[src/sv/b64kd_pkg.sv]
// ----------------------------------------------------------------------------
// b64kd_pkg
// Shared types and constants of the base64 key decoder.
// ----------------------------------------------------------------------------
`default_nettype none

package b64kd_pkg;

  localparam int KEY_LENGTH_W = 12;
  // One bit wider than the key length, so byte counts plus a group never wrap.
  localparam int LEN_W = KEY_LENGTH_W + 1;
  localparam logic [KEY_LENGTH_W-1:0] KEY_LENGTH_RST = 12'd32;

  localparam logic [1:0] ST_OK      = 2'd0;
  localparam logic [1:0] ST_INVALID = 2'd1;
  localparam logic [1:0] ST_LONG    = 2'd2;
  localparam logic [1:0] ST_SHORT   = 2'd3;

  localparam logic KIND_DATA   = 1'b0;
  localparam logic KIND_STATUS = 1'b1;

  typedef struct packed {
    logic [7:0] char_code;
    logic       end_of_input;
  } in_word_t;

  typedef struct packed {
    logic       kind;
    logic [7:0] data_byte;
    logic [1:0] status;
    logic       last;
  } out_word_t;

  // Results caused by one input word: up to three bytes, then an optional status.
  typedef struct packed {
    logic [1:0]      nbytes;
    logic [2:0][7:0] data;
    logic            has_status;
    logic [1:0]      status;
  } grp_t;

endpackage

`default_nettype wire

[src/sv/b64kd_front.sv]
// ----------------------------------------------------------------------------
// b64kd_front
// Classify characters, pack digits into groups and decide the results.
// ----------------------------------------------------------------------------
`default_nettype none

module b64kd_front #(
  parameter int MAX_KEY_BYTES = 2048
) (
  input  wire logic                                 clk_i,
  input  wire logic                                 rst_ni,
  input  wire logic                                 cfg_we_i,
  input  wire logic [b64kd_pkg::KEY_LENGTH_W-1:0]   cfg_wdata_i,
  input  wire logic                                 accept_i,
  input  wire b64kd_pkg::in_word_t                  in_word_i,
  output logic                                      push_o,
  output b64kd_pkg::grp_t                           grp_o
);

  typedef enum logic [1:0] {
    CLS_DIGIT = 2'd0,
    CLS_PAD   = 2'd1,
    CLS_SPACE = 2'd2,
    CLS_BAD   = 2'd3
  } class_e;

  localparam logic [7:0] CHAR_UPPER_A = 8'h41;
  localparam logic [7:0] CHAR_UPPER_Z = 8'h5A;
  localparam logic [7:0] CHAR_LOWER_A = 8'h61;
  localparam logic [7:0] CHAR_LOWER_Z = 8'h7A;
  localparam logic [7:0] CHAR_ZERO    = 8'h30;
  localparam logic [7:0] CHAR_NINE    = 8'h39;
  localparam logic [7:0] CHAR_PLUS    = 8'h2B;
  localparam logic [7:0] CHAR_SLASH   = 8'h2F;
  localparam logic [7:0] CHAR_PAD     = 8'h3D;
  localparam logic [7:0] CHAR_SPACE   = 8'h20;
  localparam logic [7:0] CHAR_TAB     = 8'h09;
  localparam logic [7:0] CHAR_CR      = 8'h0D;
  localparam logic [7:0] CHAR_LF      = 8'h0A;
  localparam logic [7:0] LOWER_BASE   = 8'd26;
  localparam logic [7:0] DECIMAL_BASE = 8'd52;
  localparam logic [5:0] DIGIT_PLUS   = 6'd62;
  localparam logic [5:0] DIGIT_SLASH  = 6'd63;

  localparam int LW = b64kd_pkg::LEN_W;
  localparam logic [LW-1:0] MaxLen = LW'(MAX_KEY_BYTES);

  logic [b64kd_pkg::KEY_LENGTH_W-1:0] klen_q;
  logic [23:0]                        group_q, group_d;
  logic [1:0]                         dc_q, dc_d;
  logic [b64kd_pkg::KEY_LENGTH_W-1:0] bytes_q, bytes_d;
  logic                               drain_q, drain_d;

  class_e          cls;
  logic [5:0]      digit;
  logic [LW-1:0]   len;
  logic [LW-1:0]   bytes_ext;
  logic [23:0]     new_group;
  logic            over3;
  logic [1:0]      fin_need;
  logic [LW-1:0]   fin_total;
  logic            fin_over;
  b64kd_pkg::grp_t fin_grp;

  // Character class and digit value.
  always_comb begin
    cls   = CLS_BAD;
    digit = '0;
    case (in_word_i.char_code) inside
      [CHAR_UPPER_A:CHAR_UPPER_Z]: begin
        cls   = CLS_DIGIT;
        digit = 6'(in_word_i.char_code - CHAR_UPPER_A);
      end
      [CHAR_LOWER_A:CHAR_LOWER_Z]: begin
        cls   = CLS_DIGIT;
        digit = 6'(in_word_i.char_code - CHAR_LOWER_A + LOWER_BASE);
      end
      [CHAR_ZERO:CHAR_NINE]: begin
        cls   = CLS_DIGIT;
        digit = 6'(in_word_i.char_code - CHAR_ZERO + DECIMAL_BASE);
      end
      CHAR_PLUS: begin
        cls   = CLS_DIGIT;
        digit = DIGIT_PLUS;
      end
      CHAR_SLASH: begin
        cls   = CLS_DIGIT;
        digit = DIGIT_SLASH;
      end
      CHAR_PAD:                             cls = CLS_PAD;
      CHAR_SPACE, CHAR_TAB, CHAR_CR, CHAR_LF: cls = CLS_SPACE;
      default:                              cls = CLS_BAD;
    endcase
  end

  assign len       = ({1'b0, klen_q} > MaxLen) ? MaxLen : {1'b0, klen_q};
  assign bytes_ext = {1'b0, bytes_q};
  assign new_group = {group_q[17:0], digit};
  assign over3     = (bytes_ext + LW'(3)) > len;

  // Flush of a partial group followed by the final status.
  always_comb begin
    case (dc_q)
      2'd3:    fin_need = 2'd2;
      2'd2:    fin_need = 2'd1;
      default: fin_need = 2'd0;
    endcase
    fin_total = bytes_ext + LW'(fin_need);
    fin_over  = (fin_need != 2'd0) && (fin_total > len);
    fin_grp            = '0;
    fin_grp.has_status = 1'b1;
    if (fin_over) begin
      fin_grp.status = b64kd_pkg::ST_LONG;
    end else begin
      fin_grp.nbytes = fin_need;
      if (dc_q == 2'd3) begin
        fin_grp.data[0] = group_q[17:10];
        fin_grp.data[1] = group_q[9:2];
      end else begin
        fin_grp.data[0] = group_q[11:4];
      end
      if (fin_total < len) begin
        fin_grp.status = b64kd_pkg::ST_SHORT;
      end else if (fin_total > len) begin
        fin_grp.status = b64kd_pkg::ST_LONG;
      end else begin
        fin_grp.status = b64kd_pkg::ST_OK;
      end
    end
  end

  always_comb begin
    group_d = group_q;
    dc_d    = dc_q;
    bytes_d = bytes_q;
    drain_d = drain_q;
    push_o  = 1'b0;
    grp_o   = '0;
    if (accept_i) begin
      if (in_word_i.end_of_input) begin
        if (!drain_q) begin
          push_o = 1'b1;
          grp_o  = fin_grp;
        end
        group_d = '0;
        dc_d    = '0;
        bytes_d = '0;
        drain_d = 1'b0;
      end else if (!drain_q) begin
        case (cls)
          CLS_DIGIT: begin
            group_d = new_group;
            if (dc_q != 2'd3) begin
              dc_d = dc_q + 2'd1;
            end else begin
              dc_d   = '0;
              push_o = 1'b1;
              if (over3) begin
                drain_d          = 1'b1;
                grp_o.has_status = 1'b1;
                grp_o.status     = b64kd_pkg::ST_LONG;
              end else begin
                grp_o.nbytes  = 2'd3;
                grp_o.data[0] = new_group[23:16];
                grp_o.data[1] = new_group[15:8];
                grp_o.data[2] = new_group[7:0];
                bytes_d       = bytes_q + 12'd3;
                group_d       = '0;
              end
            end
          end
          CLS_PAD: begin
            push_o  = 1'b1;
            grp_o   = fin_grp;
            drain_d = 1'b1;
            if (!fin_over) begin
              dc_d    = '0;
              group_d = '0;
              bytes_d = fin_total[b64kd_pkg::KEY_LENGTH_W-1:0];
            end
          end
          CLS_SPACE: begin
          end
          default: begin
            push_o           = 1'b1;
            drain_d          = 1'b1;
            grp_o.has_status = 1'b1;
            grp_o.status     = b64kd_pkg::ST_INVALID;
          end
        endcase
      end
    end
  end

  always_ff @(posedge clk_i or negedge rst_ni) begin
    if (!rst_ni) begin
      klen_q  <= b64kd_pkg::KEY_LENGTH_RST;
      group_q <= '0;
      dc_q    <= '0;
      bytes_q <= '0;
      drain_q <= 1'b0;
    end else begin
      if (cfg_we_i) begin
        klen_q <= cfg_wdata_i;
      end
      group_q <= group_d;
      dc_q    <= dc_d;
      bytes_q <= bytes_d;
      drain_q <= drain_d;
    end
  end

endmodule

`default_nettype wire

[src/sv/b64kd_queue.sv]
// ----------------------------------------------------------------------------
// b64kd_queue
// Short FIFO of result groups between front and back.
// ----------------------------------------------------------------------------
`default_nettype none

module b64kd_queue #(
  parameter int DEPTH = 4
) (
  input  wire logic            clk_i,
  input  wire logic            rst_ni,
  input  wire logic            push_i,
  input  wire b64kd_pkg::grp_t data_i,
  output logic                 full_o,
  input  wire logic            pop_i,
  output logic                 valid_o,
  output b64kd_pkg::grp_t      data_o
);

  localparam int PtrW = (DEPTH > 1) ? $clog2(DEPTH) : 1;
  localparam int CntW = $clog2(DEPTH + 1);
  localparam logic [PtrW-1:0] LastPtr = PtrW'(DEPTH - 1);

  b64kd_pkg::grp_t mem_q [DEPTH];
  logic [PtrW-1:0] wr_ptr_q, rd_ptr_q;
  logic [CntW-1:0] cnt_q;
  logic            do_push, do_pop;

  assign full_o  = (cnt_q == CntW'(DEPTH));
  assign valid_o = (cnt_q != '0);
  assign data_o  = mem_q[rd_ptr_q];
  assign do_push = push_i && !full_o;
  assign do_pop  = pop_i && valid_o;

  always_ff @(posedge clk_i) begin
    if (do_push) begin
      mem_q[wr_ptr_q] <= data_i;
    end
  end

  always_ff @(posedge clk_i or negedge rst_ni) begin
    if (!rst_ni) begin
      wr_ptr_q <= '0;
      rd_ptr_q <= '0;
      cnt_q    <= '0;
    end else begin
      if (do_push) begin
        wr_ptr_q <= (wr_ptr_q == LastPtr) ? '0 : wr_ptr_q + PtrW'(1);
      end
      if (do_pop) begin
        rd_ptr_q <= (rd_ptr_q == LastPtr) ? '0 : rd_ptr_q + PtrW'(1);
      end
      case ({do_push, do_pop})
        2'b10:   cnt_q <= cnt_q + CntW'(1);
        2'b01:   cnt_q <= cnt_q - CntW'(1);
        default: cnt_q <= cnt_q;
      endcase
    end
  end

endmodule

`default_nettype wire

[src/sv/b64kd_back.sv]
// ----------------------------------------------------------------------------
// b64kd_back
// Unroll result groups into output words, one per cycle unless the output stalls, into an output register.
// ----------------------------------------------------------------------------
`default_nettype none

module b64kd_back (
  input  wire logic              clk_i,
  input  wire logic              rst_ni,
  input  wire logic              grp_valid_i,
  input  wire b64kd_pkg::grp_t   grp_i,
  output logic                   pop_o,
  output logic                   out_valid_o,
  input  wire logic              out_ready_i,
  output b64kd_pkg::out_word_t   out_word_o
);

  logic [1:0]           idx_q;
  logic                 valid_q;
  b64kd_pkg::out_word_t word_q;
  b64kd_pkg::out_word_t piece;
  logic                 last_piece;
  logic                 load;

  // Bytes come first in order, the status word closes the group.
  always_comb begin
    piece = '0;
    if (idx_q < grp_i.nbytes) begin
      piece.kind      = b64kd_pkg::KIND_DATA;
      piece.data_byte = grp_i.data[idx_q];
    end else begin
      piece.kind   = b64kd_pkg::KIND_STATUS;
      piece.status = grp_i.status;
      piece.last   = 1'b1;
    end
    last_piece = grp_i.has_status ? (idx_q == grp_i.nbytes)
                                  : (2'(idx_q + 2'd1) == grp_i.nbytes);
  end

  assign load        = grp_valid_i && (!valid_q || out_ready_i);
  assign pop_o       = load && last_piece;
  assign out_valid_o = valid_q;
  assign out_word_o  = word_q;

  always_ff @(posedge clk_i) begin
    if (load) begin
      word_q <= piece;
    end
  end

  always_ff @(posedge clk_i or negedge rst_ni) begin
    if (!rst_ni) begin
      idx_q   <= '0;
      valid_q <= 1'b0;
    end else begin
      if (load) begin
        valid_q <= 1'b1;
        idx_q   <= last_piece ? '0 : idx_q + 2'd1;
      end else if (out_ready_i) begin
        valid_q <= 1'b0;
      end
    end
  end

endmodule

`default_nettype wire

[src/sv/base64_key_decoder.sv]
// ----------------------------------------------------------------------------
// base64_key_decoder
// Decode base64 text, one character per word, into key bytes and a status.
// ----------------------------------------------------------------------------
// Usage:
//   Input channel (in_valid_i / in_ready_o / in_word_i) takes one character
//   per word; set end_of_input to close a key. Output channel (out_valid_o /
//   out_ready_i / out_word_o) gives data bytes (kind 0) and one final status
//   word per key (kind 1, last 1).
//   cfg_we_i writes cfg_wdata_i into the key_length register; write it only
//   while no word is in flight. The length saturates at MAX_KEY_BYTES.
// Path and rate:
//   Results of an accepted character pass the queue, then the output
//   register. Input runs at one character per cycle while in_ready_o is high;
//   the output register drains one result word per cycle while out_ready_i
//   is high, so a full group of four digits (three bytes) keeps pace with the input.
// Reset:
//   Clears the decoder state and sets key_length to 32; no output is valid.
// Back-pressure:
//   A stall on the output holds the output register; the queue of
//   QUEUE_DEPTH result groups keeps taking input until it fills, then
//   in_ready_o drops.
// ----------------------------------------------------------------------------
`default_nettype none

module base64_key_decoder #(
  parameter int MAX_KEY_BYTES = 2048,
  parameter int QUEUE_DEPTH   = 4
) (
  input  wire logic                               clk_i,
  input  wire logic                               rst_ni,
  input  wire logic                               cfg_we_i,
  input  wire logic [b64kd_pkg::KEY_LENGTH_W-1:0] cfg_wdata_i,
  input  wire logic                               in_valid_i,
  output logic                                    in_ready_o,
  input  wire b64kd_pkg::in_word_t                in_word_i,
  output logic                                    out_valid_o,
  input  wire logic                               out_ready_i,
  output b64kd_pkg::out_word_t                    out_word_o
);

  logic            accept;
  logic            push;
  logic            q_full;
  logic            q_valid;
  logic            pop;
  b64kd_pkg::grp_t push_grp;
  b64kd_pkg::grp_t head_grp;

  // Take a character whenever the queue has room for its results.
  assign in_ready_o = !q_full;
  assign accept     = in_valid_i && in_ready_o;

  // Front: classify the character and decide its whole group of results.
  b64kd_front #(
    .MAX_KEY_BYTES(MAX_KEY_BYTES)
  ) u_front (
    .clk_i      (clk_i),
    .rst_ni     (rst_ni),
    .cfg_we_i   (cfg_we_i),
    .cfg_wdata_i(cfg_wdata_i),
    .accept_i   (accept),
    .in_word_i  (in_word_i),
    .push_o     (push),
    .grp_o      (push_grp)
  );

  // Queue: decouple the front, one word per cycle while the queue has room, from the back.
  b64kd_queue #(
    .DEPTH(QUEUE_DEPTH)
  ) u_queue (
    .clk_i  (clk_i),
    .rst_ni (rst_ni),
    .push_i (push),
    .data_i (push_grp),
    .full_o (q_full),
    .pop_i  (pop),
    .valid_o(q_valid),
    .data_o (head_grp)
  );

  // Back: hand out the group's words through the output register.
  b64kd_back u_back (
    .clk_i      (clk_i),
    .rst_ni     (rst_ni),
    .grp_valid_i(q_valid),
    .grp_i      (head_grp),
    .pop_o      (pop),
    .out_valid_o(out_valid_o),
    .out_ready_i(out_ready_i),
    .out_word_o (out_word_o)
  );

endmodule

`default_nettype wire

[config.mk]
export PLATFORM = sky130hd
export DESIGN_NAME = base64_key_decoder
export DESIGN_NICKNAME = d
export VERILOG_FILES = /design/src/sv/b64kd_pkg.sv /design/src/sv/b64kd_front.sv /design/src/sv/b64kd_queue.sv /design/src/sv/b64kd_back.sv /design/src/sv/base64_key_decoder.sv
export SDC_FILE = /design/constraint.sdc
export NUM_CORES = 1
export LEC_CHECK = 0
export ABC_CLOCK_PERIOD_IN_PS = 7980
export BUFFER_PORTS_ARGS = -buffer_cell sky130_fd_sc_hd__buf_2
export CAP_MARGIN = 5
export CORE_AREA = 2 2 108 188
export CTS_BUF_LIST = sky130_fd_sc_hd__clkbuf_8
export CTS_CLUSTER_DIAMETER = 150
export CTS_CLUSTER_SIZE = 25
export DETAILED_ROUTE_END_ITERATION = 8
export DIE_AREA = 0 0 110 190
export PLACE_DENSITY = 0.66
export SLEW_MARGIN = 10
export SYNTH_ARGS = -nofsm -noshare
export SYNTH_HDL_FRONTEND = slang
export SYNTH_SLANG_ARGS = --single-unit
[constraint.sdc]
create_clock -name clk_i -period 7.98 [get_ports clk_i]
set_input_delay 0.798 -clock clk_i [delete_from_list [all_inputs] [get_ports clk_i]]
set_output_delay 0.798 -clock clk_i [all_outputs]
set_load 0.01 [all_outputs]
==> metrics.cfg <==
[status]
status=completed

[placed_design]
dp_hpwl_mm=15.7
dpl.cell_count=1008
place_congestion=0.941
io_buffer_count=39

[synth]
yosys-top-cells-area=edfxtp_1 40%, dfrtp_1 14%, mux4_2 6.8%
synth_edf_count=127
syn-mean-instance-area_um2=12.7
synth_area_um2=9560
syn-num-nets=828
synth_ff_type=edfxtp_1
synth_cells=755
ys.warnings.count=0
synthTopCellsByCount=127 x edfxtp_1, 64 x nand2_1, 54 x dfrtp_1
yosys.area_share.adder_pct=6.23
synthXorXnorAreaFrac_pct=2.47
yosys.area_share.simple_pct=11.1
synth_cell_type_count=84
synthArstFlopShare_pct=30.2
synth-seq-cells=182
synth_mux_area_share_pct=9.71
synth_compound_area_share_pct=12.0
synth.most_common_cell=edfxtp_1
yosysTopAreaCell=edfxtp_1
synth_top_cell_area_share_pct=39.9
ys_seq_area_share_pct=54.3
synth_top_family_by_area=compound AO/OA/AOI/OAI gates

[clock_network]
htreeDepth=4
post_cts_resized=0
clk_path_buf_depth=2
cts_num_sinks=182
cts_root_buf=clkbuf_8
post-cts-setup-buffer-count=0
cts_tree=built
cts_hold_buffers=0
numCtsBuffers=17
clkLatencyLatePin_ns=0.45
clkSlewWorstSetupHoldPaths_ns=0.09

[setup_path]
cp-end-kind=register
max_stage_delay_ns=0.70
worstReg2RegStart=u_front.dc_q[1]
cp_max_fo=16
rr_worst_depth=15
critical_path.cell_chain=ha_1 > xor2_1 > ha_1 > a21oi_2 > or2_2 > nor2_1 > xnor2_1 > ha_1 > and4_1 > nor3b_1 > o31a_1 > o21ai_2 > nand2_2 > a221oi_4 > a22o_1
path_delay_family=compound AO/OA/AOI/OAI gates
critPathMostFrequentCell=ha_1
r2r_slack_ns=3.44
r2r-end=u_queue.mem_q[2][10]
arrival_ns=4.83
start_kind=register
worst-path-stages=15
endpoint=u_queue.mem_q[2][10]
crit_start=u_front.dc_q[1]
crit_buf_inv=0
crit_slowest_cell=a221oi_4
critPathKind=reg2reg
cp.required_ns=8.27

[final_layout]
multi_input_area_um2=3970
instances_no_fill=1040
syn_to_final_growth_pct=7.88
fillers=1683
insertedDiodeCount=0
fin_nets=855
regArea_um2=5190
layout-drive-gt1-share_pct=18.5

[route]
drt-initial-drc-count=337
viasPerCell=5.92
num_vias=6153
route.detailed.drc=0
dr.pass1.iters=5
post_drt_wl_per_cell_um=20.5
wirelength_mm=21.3
drtAntennaViolNets=0

[sta]
setup_tns_ns=0
hold_violations=0
setup_violations=0
rsz0062_at_grt=false
relSlewSlack_pct=46.0
slew_viol_final=0
tightest_slew_ns=0.790
min_period_ns=4.54
fin_skew_ns=0.0135
max_clock_freq_mhz=220
min_period_over_period_pct=56.9

[die]
fp.dieH_um=190
pin_count=40
dieArea_um2=20900
rows=68
fp.dieW_um=110
core_um2=19500
start_util_pct=49.1

[pwr]
power.leakage_nw=3.95
p_per_area_nw_per_um2=287
ir_worst_vdd_uv=282

[grt]
grt_max_degree=56
grt_pass1_vias=6418
grt-ovfl-total=0
grt_pass1_wl_mm=34.0
antenna_found_initial=0
grt_use_total_pct=21.8

[job]
max_cap_violations=0

[worst_hold_path]
hold_class=reg2reg

metrics by stage:
stage / cell area (µm²) / worst slack (ns) / total power, mW / hold WS (ns) / util, %
detailed placement: 9930 / 3.50 / 2.39 / 0.466 / 51.0
global placement: 9930 / 3.58 / 2.34 / 0.461 / 51.0
finish: 10300 / 3.44 / 2.96 / 0.483 / 52.9
CTS: 10300 / 3.44 / 3.00 / 0.484 / 52.9
global route: 10300 / 3.13 / 3.15 / 0.501 / 52.9
floorplan: 9560 / 4.06 / 2.09 / 0.449 / -
final cells by class:
| class | count | area share [%] |
|---|---|---|
| clock buffers | 18 | 2.40 |
| inverters | 52 | 1.89 |
| repair buffers | 48 | 2.55 |
| well taps | 245 | 2.97 |
| clock inverters | 14 | 1.33 |
| flip-flops and latches | 182 | 50.3 |
| multi-input cells | 481 | 38.5 |
how the worst min path moves through the flow:
stage,start,endpoint,slack [ns],cells after the start
after floorplan,u_front.group_q[0],u_front.group_q[0],0.45,2
after global placement,u_front.group_q[1],u_front.group_q[1],0.46,2
after detailed placement,u_front.group_q[1],u_front.group_q[1],0.47,2
after CTS,u_front.group_q[1],u_front.group_q[1],0.48,2
after global routing,out_ready_i,u_back.out_valid_o,0.50,2
final,u_front.group_q[15],u_front.group_q[15],0.48,2
report_power, final:
part / switching [mW] / internal [mW] / leakage (nW)
combinational: 0.599 / 0.450 / 1.86
clock: 0.323 / 0.284 / 0.195
sequential: 0.117 / 1.19 / 1.90
total: 1.04 / 1.92 / 3.95
worst register-to-register path: cells and delay by family (launching register included):
kind	cells	cell delay [ns]
AO/OA/AOI/OAI	5	1.67
XOR/XNOR	2	0.36
adder cells (fa/ha/maj)	3	0.97
flip-flops	1	0.43
AND/OR/NAND/NOR	5	0.97
sequential cells by signal (all words and copies together), names as in the netlist:
signal,count
u_front.group_q,18
u_back.idx_q,2
u_queue.cnt_q,3
u_back.out_valid_o,1
u_front.dc_q,2
u_front.klen_q,12
u_queue.wr_ptr_q,2
u_front.bytes_q,12
u_front.drain_q,1
u_queue.rd_ptr_q,2
u_back.out_word_o,11
u_queue.mem_q,116
per-layer routing:
metal | track usage, % | vias up | part of all wire [%]
met3 | 3.22 | 51 | 3.0
met4 | 11.1 | 0 | 4.7
met5 | 0 | - | 0
met1 | 23.3 | 3065 | 36
met2 | 40.3 | 155 | 57
li1 | - | 2882 | -
cell usage in the layout (no fill, tap or decap), types with 18 or more instances in the layout:
cell and n:
nor2_1 37, and2_1 21, nand2_1 64, dfrtp_1 53, ha_1 46, buf_2 39
o31ai_1 27, a21oi_1 20, mux4_2 29, edfxtp_1 127, inv_1 54, clkbuf_8 18
logic make-up (layout without fill, tap and decap cells):
group                      Yosys count  count (layout)
AOI/OAI and AO/OA                  152             152
buffers and inverters               92             132
muxes                               55              55
xor gates and xnor gates            27              27
DFF                                182             182
adders and majority gates           47              47
and+or+nand+nor                    200             200
Power figures use the tool's default switching activity.
